## src/rtl/core/hpg_pkg.sv

```systemverilog
// shared types, constants and arithmetic helpers for the gradient panel pixel pipeline
`timescale 1ns / 1ps

package hpg_pkg;

  localparam int unsigned COORD_W = 8;
  localparam int unsigned HUE_W   = 9;
  localparam int unsigned SEG_W   = 3;
  localparam int unsigned RAD_W   = 18;   // squared radius, padded to an even bit count
  localparam int unsigned REM_W   = 11;
  localparam int unsigned ROOT_W  = 9;
  localparam int unsigned STEPS_PER_STAGE = 3;
  localparam int unsigned SQRT_STAGES     = 3;

  localparam logic [COORD_W-1:0] FULL = 8'd255;

  // segment codes
  localparam logic [SEG_W-1:0] SEG_0 = 3'd0;
  localparam logic [SEG_W-1:0] SEG_1 = 3'd1;
  localparam logic [SEG_W-1:0] SEG_2 = 3'd2;
  localparam logic [SEG_W-1:0] SEG_3 = 3'd3;
  localparam logic [SEG_W-1:0] SEG_4 = 3'd4;
  localparam logic [SEG_W-1:0] SEG_5 = 3'd5;

  // digit-by-digit square root working state
  typedef struct packed {
    logic [RAD_W-1:0]  rad;
    logic [REM_W-1:0]  rem;
    logic [ROOT_W-1:0] root;
  } sqrt_t;

  typedef struct packed {
    logic [COORD_W-1:0] red;
    logic [COORD_W-1:0] green;
    logic [COORD_W-1:0] blue;
  } rgb_t;

  // exact floor(v / 255) for any 16-bit v below 65280, where the quotient fits in eight bits
  function automatic logic [COORD_W-1:0] div255(input logic [15:0] v);
    logic [16:0] s;
    s = {1'b0, v} + 17'd1 + {9'd0, v[15:8]};
    return s[15:8];
  endfunction

  // three result bits of the square root
  function automatic sqrt_t sqrt_steps(input sqrt_t s_in);
    sqrt_t       s;
    logic [12:0] rem_s;
    logic [12:0] trial;
    s = s_in;
    for (int i = 0; i < STEPS_PER_STAGE; i++) begin
      rem_s = {s.rem, s.rad[RAD_W-1 -: 2]};
      trial = {2'b00, s.root, 2'b01};
      s.rad = {s.rad[RAD_W-3:0], 2'b00};
      if (rem_s >= trial) begin
        rem_s  = rem_s - trial;
        s.root = {s.root[ROOT_W-2:0], 1'b1};
      end else begin
        s.root = {s.root[ROOT_W-2:0], 1'b0};
      end
      s.rem = rem_s[REM_W-1:0];
    end
    return s;
  endfunction

  function automatic logic [COORD_W-1:0] clamp255(input logic [ROOT_W:0] v);
    return (v > {2'b00, FULL}) ? FULL : v[COORD_W-1:0];
  endfunction

  // per-segment channel routing of 255-z, 255-t, 255-y
  function automatic rgb_t route(input logic [SEG_W-1:0] seg, input logic [COORD_W-1:0] z,
                                 input logic [COORD_W-1:0] t, input logic [COORD_W-1:0] y);
    rgb_t c;
    logic [COORD_W-1:0] iz, it, iy;
    iz = FULL - z;
    it = FULL - t;
    iy = FULL - y;
    c  = '0;
    case (seg)
      SEG_0: begin c.blue = iz; c.green = it; c.red = iy; end
      SEG_1: begin c.blue = iz; c.green = iy; c.red = it; end
      SEG_2: begin c.blue = it; c.green = iy; c.red = iz; end
      SEG_3: begin c.blue = iy; c.green = it; c.red = iz; end
      SEG_4: begin c.blue = iy; c.green = iz; c.red = it; end
      SEG_5: begin c.blue = it; c.green = iz; c.red = iy; end
      default: c = '0;
    endcase
    return c;
  endfunction

endpackage

```

## src/rtl/core/hue_panel_gradient_pixel_top.sv

```systemverilog
// gradient panel pixel generator: eight-stage pipeline from coordinates to color
`timescale 1ns / 1ps

// Takes one pixel (pixel_x, pixel_y) per clock whenever start is high and returns its
// color on red/green/blue from the output register, marked by a one-cycle done strobe.
// busy stays low: the pipeline has no stall point, the receiver cannot hold results off,
// and every word in flight comes out in order. Stages: products, radius sum with the divide by
// 255, scaled square, second sum, three square root stages of three bits each, color
// routing. hue_position is written by hue_write and sets the segment and ramp; write it
// only when no pixel is in flight. Positions 384 and above give black.
module hue_panel_gradient_pixel_top import hpg_pkg::*; (
  input  logic                clk,
  input  logic                rst,
  input  logic                start,
  output logic                busy,
  input  logic [COORD_W-1:0]  pixel_x,
  input  logic [COORD_W-1:0]  pixel_y,
  input  logic                hue_write,
  input  logic [HUE_W-1:0]    hue_position,
  output logic                done,
  output logic [COORD_W-1:0]  red,
  output logic [COORD_W-1:0]  green,
  output logic [COORD_W-1:0]  blue
);

  logic [HUE_W-1:0] hue;

  // configuration register
  always_ff @(posedge clk) begin
    if (rst) begin
      hue <= '0;
    end else if (hue_write) begin
      hue <= hue_position;
    end
  end

  assign busy = 1'b0;

  // scale factor: 255-p on even segments, p on odd ones
  logic [COORD_W-1:0] ramp;
  logic [COORD_W-1:0] scale;
  assign ramp  = {hue[5:0], 2'b00};
  assign scale = hue[6] ? ramp : (FULL - ramp);

  // valid bits
  logic v1, v2, v3, v4, v7;
  logic [SQRT_STAGES-1:0] vs;

  // stage 1: products
  logic [15:0]        xx1, yy1, prod1;
  logic [COORD_W-1:0] y1;
  logic [SEG_W-1:0]   seg1;
  always_ff @(posedge clk) begin
    xx1   <= {8'd0, pixel_x} * {8'd0, pixel_x};
    yy1   <= {8'd0, pixel_y} * {8'd0, pixel_y};
    prod1 <= {8'd0, pixel_x} * {8'd0, scale};
    y1    <= pixel_y;
    seg1  <= hue[HUE_W-1 -: SEG_W];
  end

  // stage 2: radius sum and divide by 255
  logic [16:0]        nz2;
  logic [15:0]        yy2;
  logic [COORD_W-1:0] a2, y2;
  logic [SEG_W-1:0]   seg2;
  always_ff @(posedge clk) begin
    nz2  <= {1'b0, xx1} + {1'b0, yy1};
    a2   <= div255(prod1);
    yy2  <= yy1;
    y2   <= y1;
    seg2 <= seg1;
  end

  // stage 3: square of scaled coordinate
  logic [16:0]        nz3;
  logic [15:0]        yy3, aa3;
  logic [COORD_W-1:0] y3;
  logic [SEG_W-1:0]   seg3;
  always_ff @(posedge clk) begin
    aa3  <= {8'd0, a2} * {8'd0, a2};
    nz3  <= nz2;
    yy3  <= yy2;
    y3   <= y2;
    seg3 <= seg2;
  end

  // stage 4: second radius sum, load both roots
  sqrt_t              sz4, st4;
  logic [COORD_W-1:0] y4;
  logic [SEG_W-1:0]   seg4;
  always_ff @(posedge clk) begin
    sz4  <= '{rad: {1'b0, nz3}, rem: '0, root: '0};
    st4  <= '{rad: {1'b0, {1'b0, aa3} + {1'b0, yy3}}, rem: '0, root: '0};
    y4   <= y3;
    seg4 <= seg3;
  end

  // stages 5 to 7: square root, three bits per stage on both radii
  sqrt_t              sz [SQRT_STAGES];
  sqrt_t              st [SQRT_STAGES];
  logic [COORD_W-1:0] ys [SQRT_STAGES];
  logic [SEG_W-1:0]   segs [SQRT_STAGES];
  always_ff @(posedge clk) begin
    sz[0]   <= sqrt_steps(sz4);
    st[0]   <= sqrt_steps(st4);
    ys[0]   <= y4;
    segs[0] <= seg4;
    for (int i = 1; i < SQRT_STAGES; i++) begin
      sz[i]   <= sqrt_steps(sz[i-1]);
      st[i]   <= sqrt_steps(st[i-1]);
      ys[i]   <= ys[i-1];
      segs[i] <= segs[i-1];
    end
  end

  // stage 8: floor root for z, ceiling root for t, clamp and route
  logic [ROOT_W:0] t_ceil;
  rgb_t            color;
  assign t_ceil = {1'b0, st[SQRT_STAGES-1].root}
                + {{ROOT_W{1'b0}}, (st[SQRT_STAGES-1].rem != '0)};
  assign color  = route(segs[SQRT_STAGES-1],
                        clamp255({1'b0, sz[SQRT_STAGES-1].root}),
                        clamp255(t_ceil), ys[SQRT_STAGES-1]);

  always_ff @(posedge clk) begin
    red   <= color.red;
    green <= color.green;
    blue  <= color.blue;
  end

  // valid chain
  always_ff @(posedge clk) begin
    if (rst) begin
      v1   <= 1'b0;
      v2   <= 1'b0;
      v3   <= 1'b0;
      v4   <= 1'b0;
      vs   <= '0;
      done <= 1'b0;
    end else begin
      v1   <= start;
      v2   <= v1;
      v3   <= v2;
      v4   <= v3;
      vs   <= {vs[SQRT_STAGES-2:0], v4};
      done <= v7;
    end
  end
  assign v7 = vs[SQRT_STAGES-1];

`ifndef SYNTH
  // every accepted word comes out as a done strobe
  a_latency: assert property (@(posedge clk) disable iff (rst) start |-> ##8 done)
    else $error("pixel word lost in pipeline");

  // no result without a matching accepted word
  a_no_extra: assert property (@(posedge clk) disable iff (rst) done |-> $past(start, 8))
    else $error("spurious result word");

  // out-of-range segments give black
  a_black: assert property (@(posedge clk) disable iff (rst)
      (v7 && segs[SQRT_STAGES-1][2:1] == 2'b11) |=> (red == '0 && green == '0 && blue == '0))
    else $error("out-of-range hue not black");

  // pipeline never stalls the sender
  a_no_busy: assert property (@(posedge clk) !busy)
    else $error("busy raised");
`endif

endmodule
```

## config.mk

```make
export PLATFORM = sky130hd
export DESIGN_NAME = hue_panel_gradient_pixel_top
export DESIGN_NICKNAME = d
export VERILOG_FILES = /design/src/rtl/core/hpg_pkg.sv /design/src/rtl/core/hue_panel_gradient_pixel_top.sv
export SDC_FILE = /design/constraint.sdc
export NUM_CORES = 1
export LEC_CHECK = 0
export ABC_AREA = 1
export BUFFER_PORTS_ARGS = -buffer_cell sky130_fd_sc_hd__buf_2
export CORE_MARGIN = 2
export CORE_UTILIZATION = 39
export CTS_BUF_LIST = sky130_fd_sc_hd__clkbuf_2
export CTS_CLUSTER_SIZE = 16
export DETAILED_ROUTE_END_ITERATION = 12
export PLACE_DENSITY_LB_ADDON = 0.12
export SETUP_SLACK_MARGIN = 0.2
export SYNTH_ARGS = -nofsm -noshare
export SYNTH_HDL_FRONTEND = slang
export SYNTH_SLANG_ARGS = --single-unit
```

## constraint.sdc

```tcl
create_clock -name clk -period 6.9 [get_ports clk]
set_input_delay 1.725 -clock clk [delete_from_list [all_inputs] [get_ports clk]]
set_output_delay 1.725 -clock clk [all_outputs]
set_load 0.02 [all_outputs]
```

# ---- After elaboration in Yosys (flattened, before gate mapping)
# Memories as Yosys holds them, arrays and structs flattened.
# Index checks and enable logic that the tools add are counted.
dict set report word_totals {
  reg_bits 257
  word_cells 131
  mem_bits_rw 225
  output_inout_bits 26
  n_memories 4
  inputBits 29
}
dict set report classes {
  muxes 40
  n_addsub 27
  n_reduce_logical 2
  n_eq_ne 5
  n_lt_le_gt_ge 20
  mul 4
}
# name words word_bits rd rd_clocked_by_memory_dff write_ports line_no
set memory_table {}
lappend memory_table {st 3 32 3 0 3 hue_panel_gradient_pixel_top.sv:100} ;# sqrt_t st [SQRT_STAGES];
lappend memory_table {sz 3 32 3 0 3 hue_panel_gradient_pixel_top.sv:99} ;# sqrt_t sz [SQRT_STAGES];
lappend memory_table {ys 3 8 3 0 3 hue_panel_gradient_pixel_top.sv:101} ;# logic [COORD_W-1:0] ys [SQRT_STAGES];
lappend memory_table {segs 3 3 3 0 3 hue_panel_gradient_pixel_top.sv:102} ;# logic [SEG_W-1:0] segs [SQRT_STAGES];
# cell n
set op_table {}
lappend op_table {{2-to-1 mux 11 bit} 18}
lappend op_table {{greater-or-equal comparator 13 x 11 -> 1 bit} 12}
lappend op_table {{one-hot mux 24 bit (6 select lines)} 1}
lappend op_table {{subtractor 11 bit} 12}
lappend op_table {{multiplier 8 x 8 -> 16 bit} 4}
lappend op_table {{adder 16 x 16 -> 17 bit} 2}
lappend op_table {{subtractor 8 bit, first input constant} 4}
lappend op_table {{greater-or-equal comparator 13 x 3 -> 1 bit} 2}
lappend op_table {{greater-or-equal comparator 13 x 4 -> 1 bit} 2}
lappend op_table {{2-to-1 mux 8 bit} 3}
lappend op_table {{subtractor 11 x 3 -> 11 bit} 2}
lappend op_table {{subtractor 11 x 4 -> 11 bit} 2}
lappend op_table {{2-to-1 mux 1 bit} 18}
lappend op_table {{adder 16 x 1 -> 16 bit, second input constant} 1}
lappend op_table {{adder 16 x 8 -> 16 bit} 1}
lappend op_table {{nonzero test 11 bit} 1}
lappend op_table {{adder 9 x 1 -> 10 bit} 1}
lappend op_table {{> comparator 10 x 8 -> 1 bit, second input constant} 1}
lappend op_table {{> comparator 9 x 8 -> 1 bit, second input constant} 1}
lappend op_table {{equality test 3 x 2 -> 1 bit, second input constant} 2}
lappend op_table {{equality test 3 bit, second input constant} 2}
lappend op_table {{subtractor 1 x 1 -> 2 bit, second input constant} 2}
lappend op_table {{equality test 3 x 1 -> 1 bit, second input constant} 1}
lappend op_table {{zero test 3 bit} 1}
lappend op_table {{greater-or-equal comparator 1 bit, second input constant} 2}

# ---- Logic depth before layout (Yosys ltp)
# Gate-level depths: netlist (run 1).
# An unclocked memory read counts as a cell.
dict set report depth {
  depth_word 7
  ltp_mapped 37
  ltp_nobuf 35
}

# ---- Worst setup path after synthesis (run 1)
# OpenSTA, ideal clock, no wires.
dict set report synth_timing {
  path_kind {input -> register}
  start {input pixel_x[5]}
  end {register prod1[14]}
  setup_time_ns 0.072
  path_slack_ns 1.061
  arrival_ns 5.767
  cell_stages 18
  t_required_ns 6.828
  path_cell_list {clkbuf_1 > clkbuf_1 > nand2_1 > fa_1 > fa_1 > inv_1 > fa_1 > fa_1 > ha_1 > a21oi_1 > o221ai_1 > a21o_1 > a21oi_1 > o21ai_0 > a21oi_1 > nor2_1 > nor2_1 > xnor2_1}
}
dict set report synth_via {
  elab_chain_cells 1
}
# element line_no
set synth_rtl {}
lappend synth_rtl {{start: declaration} hue_panel_gradient_pixel_top.sv:16} ;# input logic [COORD_W-1:0] pixel_x,
lappend synth_rtl {{multiplier 8 x 8 -> 16 bit} hue_panel_gradient_pixel_top.sv:56} ;# prod1 <= {8'd0, pixel_x} * {8'd0, scale};
lappend synth_rtl {{end signal: assignment} hue_panel_gradient_pixel_top.sv:56}
lappend synth_rtl {{end: declaration} hue_panel_gradient_pixel_top.sv:50} ;# logic [15:0] xx1, yy1, prod1;
# No other way between the ends.
# A chain may end at the register's enable or synchronous reset.

==> results of run 1 <==
metrics by stage:
stage          instance area (um^2)  hold WS [ns]  instances
4_1_cts                       26100         0.290       3982
6_report                      26200         0.296       3986
3_3_place_gp                  25200         0.310       3797
3_5_place_dp                  25200         0.312       3797
5_1_grt                       26100         0.294       3984
2_1_floorplan                 24100         0.310       3002
cells in the final DEF, fill, tap and decap left out, drive strengths merged, types with 2 or more instances in the layout:
cell type  count
o31ai          2
o21ai        113
buf           55
a31oi          5
inv          504
xor2         103
o221ai        21
nor3          18
nand3        142
diode          4
and2           4
nand2        709
or2           17
a21oi        138
o21bai         8
nand3b        15
o21a           3
nor2         242
fa           111
clkinv        35
ha           261
mux2           2
dfxtp        409
conb           3
a21o          21
nand4         33
o211ai         8
clkinvlp       2
nor4           3
a211oi         3
clkbuf       146
xnor2         48
final timing paths:
check,from,to,slack (ns),depth (start not counted)
max,st[0][34]$_DFF_P_,st[0][80]$_DFF_P_,1.23,30
min reg2reg,y4[4]$_DFF_P_,ys[0][4]$_DFF_P_,0.30,0
min,y4[4]$_DFF_P_,ys[0][4]$_DFF_P_,0.30,0
max reg2reg,st[0][34]$_DFF_P_,st[0][80]$_DFF_P_,1.23,30
registers in the layout, indices dropped and copies added (netlist names), 8 cells and up:
signal  cells
yy2        14
yy3        14
nz3        17
y4          8
a2          8
st         69
y3          8
blue        8
ys         24
hue         9
xx1        15
yy1        14
y1          8
prod1      16
red         8
st4        17
sz         58
aa3        15
nz2        17
y2          8
segs        9
sz4        17
green       8
per-layer routing:
metal / up-vias / part of all wire (%) / wire (um)
li1: 9721 / - / -
met1: 8454 / 47 / 24500
met2: 357 / 46 / 24300
met3: 85 / 4.5 / 2350
met4: 2 / 2.5 / 1340
met5: - / 0.027 / 14
worst max-delay path, delay by kind of cell, from the launching register on:
| family | cells | cell delay (ns) |
|---|---|---|
| simple gates | 16 | 2.08 |
| compound gates | 7 | 1.26 |
| fa+ha+maj | 3 | 1.11 |
| buf+inv | 4 | 0.83 |
| flops | 1 | 0.33 |
layout make-up:
| class | count | area, um^2 |
|---|---|---|
| Fill cell | 6288 | 35300 |
| Multi-Input combinational cell | 2040 | 13800 |
| Sequential cell | 409 | 8190 |
| Inverter | 503 | 1890 |
| Tap cell | 790 | 988 |
| Clock buffer | 146 | 731 |
| Timing Repair Buffer | 55 | 280 |
| Clock inverter | 39 | 226 |
| Antenna cell | 4 | 10.0 |
cells by family (layout without fill, tap and decap cells):
logic type                 Yosys count  in the layout  synth area share, %
and+or+nand+nor                   1184           1184                 21.1
AOI/OAI and AO/OA                  327            327                 7.84
buffers and inverters              553            743                 8.79
other                                1              7               0.0155
adders and majority gates          372            372                 22.7
muxes                                3              3                0.135
xor gates and xnor gates           151            151                 5.48
DFF                                409            409                 33.9
==> metrics, run 1 <==
run status=completed; total number of H-tree levels=3; row count=91; delay of the slowest cell on the worst path=~0.38 ns; count of flip-flops with a built-in enable after synthesis=0; number of synthesized register bits=a little over 400; Place WS=around 0.9 ns; Worst-Skew Late Latency=~1.1 ns; aggregate global-route resource usage=around 17%; main area contributors after synthesis=sky130_fd_sc_hd__dfxtp_1, sky130_fd_sc_hd__ha_1, sky130_fd_sc_hd__nand2_1; length of the first detailed-routing pass in iterations=5; vias in the first global route=18700; GRT met1 Usage=between 20% and 30%; Final Critical Period=5.67 ns; number of antenna violations at the first check in global routing=5; Residual DRC=0; number of placed I/O pins=between 50 and 60; drt wl/cell=about 13 um; CTS resizes=0; FFs w/ async S/R, synth=0%; Most used DFF post-synth=sky130_fd_sc_hd__dfxtp_1; remaining global-route overflow=0; top cells by instance count after synthesis=sky130_fd_sc_hd__nand2_1, sky130_fd_sc_hd__inv_1, sky130_fd_sc_hd__dfxtp_1; Routability Congestion=around 0.9; clock root cell=sky130_fd_sc_hd__clkbuf_2; Worst Skew=0.0866 ns; Worst Tran Pin Value=between 0.7 and 0.8 ns; share of the clock period used by the worst path=between 80% and 90%; Arrival @ worst endpoint=around 6.7 ns; sum of negative setup slack=0 ns; number of clock sinks=between 400 and 500; area leader, netlist=sky130_fd_sc_hd__dfxtp_1; max-capacitance violation count=0; Avg Inst Size Synth=8.05 um^2; cts bufs inserted=roughly 110; global-route wire length before repair=88400 um; largest net degree at the start of global routing=21; area growth from synthesis to layout=8.32%; Worst EP required=between 7 and 8 ns; die outline height=between 200 and 300 um; clock tree from TritonCTS=built; standard cell core area=0.0615 mm^2; setup repair after global routing missed its margin=false; postcts setup bufs=0; GRT met2 Usage=roughly 28%; initial core utilization=39.3%; antenna-violating nets left=0; Final Setup Violations=0; area of the die=between 0.06 and 0.07 mm^2; via count=18600; final worst-path setup slack=between 1 and 1.5 ns; worst slew margin relative to its limit=between 40 and 50%; count of hold buffers inserted by post-cts repair=0; number of warnings issued by yosys=0; Hold Path Class=reg2reg; share of the synthesized area in the top cell type=approximately a third; routed via count divided by cell count=4.67; startpoint type of the worst setup path=flop; met3 Use GR=~3.5%; maximum net fanout on the critical path=16; crit path max-delay cell type=sky130_fd_sc_hd__ha_1; library cell with the highest instance count after synthesis=sky130_fd_sc_hd__nand2_1; CTS max path bufs=3; Yosys cell types=52; cell occurring most often along the worst timing path=sky130_fd_sc_hd__nand2_1; detailed placer's ending HPWL=42300 um; final design utilization=between 40% and 50%; share of the yosys chip area belonging to registers=about a third; layout cells sized above 1=under 10%; CTS clock-pin slew for the worst setup and hold paths=0.09 ns; Fmax achieved=0.176 GHz; worst setup path class=reg2reg; Critical Path Sink Type=flop; aggregate routed wire length=52500 um; Cells after Synth=3000; Synth Cell Area=0.0241 mm^2; PortBufs=53; nets@finish=about 3500; die width=~250 um; 1st-iter DRT viols=approximately 720; Final Hold Viols=0; most crowded layer after global routing=met2; final number of max-transition violations=0
Power of run 1 is not shown: default switching activity piles up to over one toggle a cycle in this logic, so the estimate is an artifact.
==> run 2: changes to the inputs <==
==> constraint.sdc (replaced) <==
create_clock -name clk -period 5.3 [get_ports clk]
set_input_delay 1.325 -clock clk [delete_from_list [all_inputs] [get_ports clk]]
set_output_delay 1.325 -clock clk [all_outputs]
set_load 0.02 [all_outputs]
==> metrics, run 2 (same netlist as run 1, synthesis figures left out) <==
Fmax achieved=0.208 GHz (+18%); Worst-Skew Late Latency=1.05 ns (-0.06 ns); cell depth of the worst flop-to-flop path=29 (-3.3%); Fillers=6200 (-1.4%); nets@finish=3642 (+3.6%); aggregate routed wire length=53000 um (+1.0%); Worst EP required=6.21 ns (-1.71 ns); startpoint type of the worst setup path=flop; area of the die=0.0639 mm^2 (unchanged); register bank with the most flops=st; CTS max path bufs=3 (unchanged); final number of max-transition violations=0 (unchanged); via count=19000 (+2.1%); Routability Congestion=0.862 (-4.1%); total number of H-tree levels=3 (unchanged); registers with the highest flip-flop counts=st x69, sz x58, ys x24; run status=completed; row count=91 (unchanged); flip-flop count of the largest register, all copies and words added=69 (unchanged); layout cells sized above 1=14.3% (+4.5 points); Residual DRC=0 (unchanged); most crowded layer after global routing=met2; Final Setup Violations=0 (unchanged); detailed placer's ending HPWL=43100 um (+1.8%); maximum net fanout on the critical path=12 (-4); global-route wire length before repair=89600 um (+1.3%); Worst Hold Endpoint=sz[0][29]$_DFF_P_; max-capacitance violation count=0 (unchanged); Hold Path Class=reg2reg; Worst Skew=0.0843 ns (-0.00229 ns); Final Critical Period=4.81 ns (-0.861 ns); die width=253 um (unchanged); final hold slack=0.270 ns (-0.0269 ns); setup repair after global routing missed its margin=false; final design utilization=44.6% (+2.1 points); commonest cells after routing, fill and taps aside=sky130_fd_sc_hd__nand2_1, sky130_fd_sc_hd__inv_1, sky130_fd_sc_hd__dfxtp_1, sky130_fd_sc_hd__ha_1, sky130_fd_sc_hd__nor2_1; beginning of the worst register-to-register path=st[0][33]$_DFF_P_; crit path max-delay cell type=sky130_fd_sc_hd__dfxtp_1; drt wl/cell=12.9 um (-2.0%); cell occurring most often along the worst timing path=sky130_fd_sc_hd__buf_4; Final Hold Viols=0 (unchanged); launch point of the worst path=st[0][33]$_DFF_P_; number of clock sinks=409 (unchanged); number of placed I/O pins=55 (unchanged); initial core utilization=39.3% (unchanged); PortBufs=53 (unchanged); remaining global-route overflow=0 (unchanged); cts bufs inserted=100 (-5.7%); CTS clock-pin slew for the worst setup and hold paths=0.11 ns (+0.02 ns); met3 Use GR=2.99% (-0.51 points); aggregate global-route resource usage=17.0% (+0.049 points); routed via count divided by cell count=4.62 (-0.99%); clock tree from TritonCTS=built; GRT met2 Usage=29.4% (+0.88 points); most common cell after layout, fill and taps aside=sky130_fd_sc_hd__nand2_1; die outline height=253 um (unchanged); length of the first detailed-routing pass in iterations=5 (unchanged); Critical Path Sink Type=flop; worst hold path stage count=0 (unchanged); 1st-iter DRT viols=653 (-9.8%); area growth from synthesis to layout=13.6%; clock root cell=sky130_fd_sc_hd__clkbuf_2; GRT met1 Usage=21.3% (+0.080 points); Arrival @ worst endpoint=5.72 ns (-0.97 ns); worst setup path class=reg2reg; number of antenna violations at the first check in global routing=5 (unchanged); vias in the first global route=19300 (+3.1%); worst slew margin relative to its limit=58.8% (+9.2 points); antenna-violating nets left=0 (unchanged); standard cell core area=0.0615 mm^2 (unchanged); delay of the slowest cell on the worst path=0.37 ns (about the same); largest net degree at the start of global routing=18 (-14%); minimum setup slack among reg-to-reg paths=0.49 ns (-0.74 ns); count of hold buffers inserted by post-cts repair=0 (unchanged); share of the clock period used by the worst path=90.7% (+8.6 points); Worst Tran Pin Value=0.616 ns (-0.139 ns); launch point of the worst hold path=sz4[29]$_DFF_P_; terminus of the critical flop-to-flop path=st[0][74]$_DFF_P_
-- run 2: cell types whose count changed in the layout (fill, tap and decap cells not counted), moves of 5 or more --
cell	before	now
sky130_fd_sc_hd__clkinv_2	11	6
sky130_fd_sc_hd__inv_2	5	12
sky130_fd_sc_hd__buf_4	2	129
sky130_fd_sc_hd__nor2_1	224	218
sky130_fd_sc_hd__clkinv_1	21	26
sky130_fd_sc_hd__inv_1	497	490
sky130_fd_sc_hd__ha_1	261	250
sky130_fd_sc_hd__o21ai_1	5	21
sky130_fd_sc_hd__o21ai_0	101	82
sky130_fd_sc_hd__clkbuf_2	146	137
sky130_fd_sc_hd__a21oi_1	136	129
sky130_fd_sc_hd__a21oi_2	2	9
sky130_fd_sc_hd__ha_4	0	8
-- run 2: area by class of cell --
type                            count  area [um^2]  share of cell area (%)
Clock inverter                     41          307                    1.12
Timing Repair Buffer              183         1240                    4.52
Timing Repair inverter              1         7.51                  0.0274
Tap cell                          790          988                    3.61
Antenna cell                        4         10.0                  0.0365
Multi-Input combinational cell   2043        14100                    51.4
Inverter                          503         1890                    6.91
Clock buffer                      137          686                    2.50
Sequential cell                   409         8190                    29.9
-- run 2: how the worst max path moves through the flow --
stage / to / slack, ns / cells past startpoint
finish: st[0][74]$_DFF_P_ / 0.49 / 29
global route: st[0][74]$_DFF_P_ / 0.17 / 34
CTS: st[0][83]$_DFF_P_ / 0.18 / 31
detailed placement: prod1[14]$_DFF_P_ / -0.04 / 17
global placement: yy1[14]$_DFF_P_ / -0.008 / 22
floorplan: prod1[14]$_DFF_P_ / 0.19 / 18
-- run 2: critical path: cells and delay by family, from the launching register on --
family	cells	cell delay (ns)
XOR/XNOR	1	0.08
AO/OA/AOI/OAI	7	0.90
buffers and inverters	6	0.77
flip-flops	1	0.37
adder cells (fa/ha/maj)	3	0.95
AND/OR/NAND/NOR	12	1.62
-- run 2: per-layer routing --
metal / wire, um / share of wire, %
met1: 24900 / 47
met2: 25000 / 47
met3: 1960 / 3.7
met4: 1170 / 2.2
met5: 12 / 0.023
-- run 2: timing repair --
item	CTS	global route
setup endpoints to repair	4	38
resized for setup	4	61
hold endpoints to repair	0	0
pin swaps	0	15
buffers inserted	0	12
cloned	0	4
-- run 2: stage by stage --
stage	instances	setup WS (ns)	area, um^2	setup TNS (ns)
3_3_place_gp	3913	-0.00788	26100	-0.00788
6_report	4111	0.491	27400	0
5_1_grt	4110	0.168	27400	0
3_5_place_dp	3913	-0.0395	26100	-0.0402
4_1_cts	4091	0.182	27100	0
2_1_floorplan	3002	0.189	24200	0
Power of run 2 is left out for the same reason.
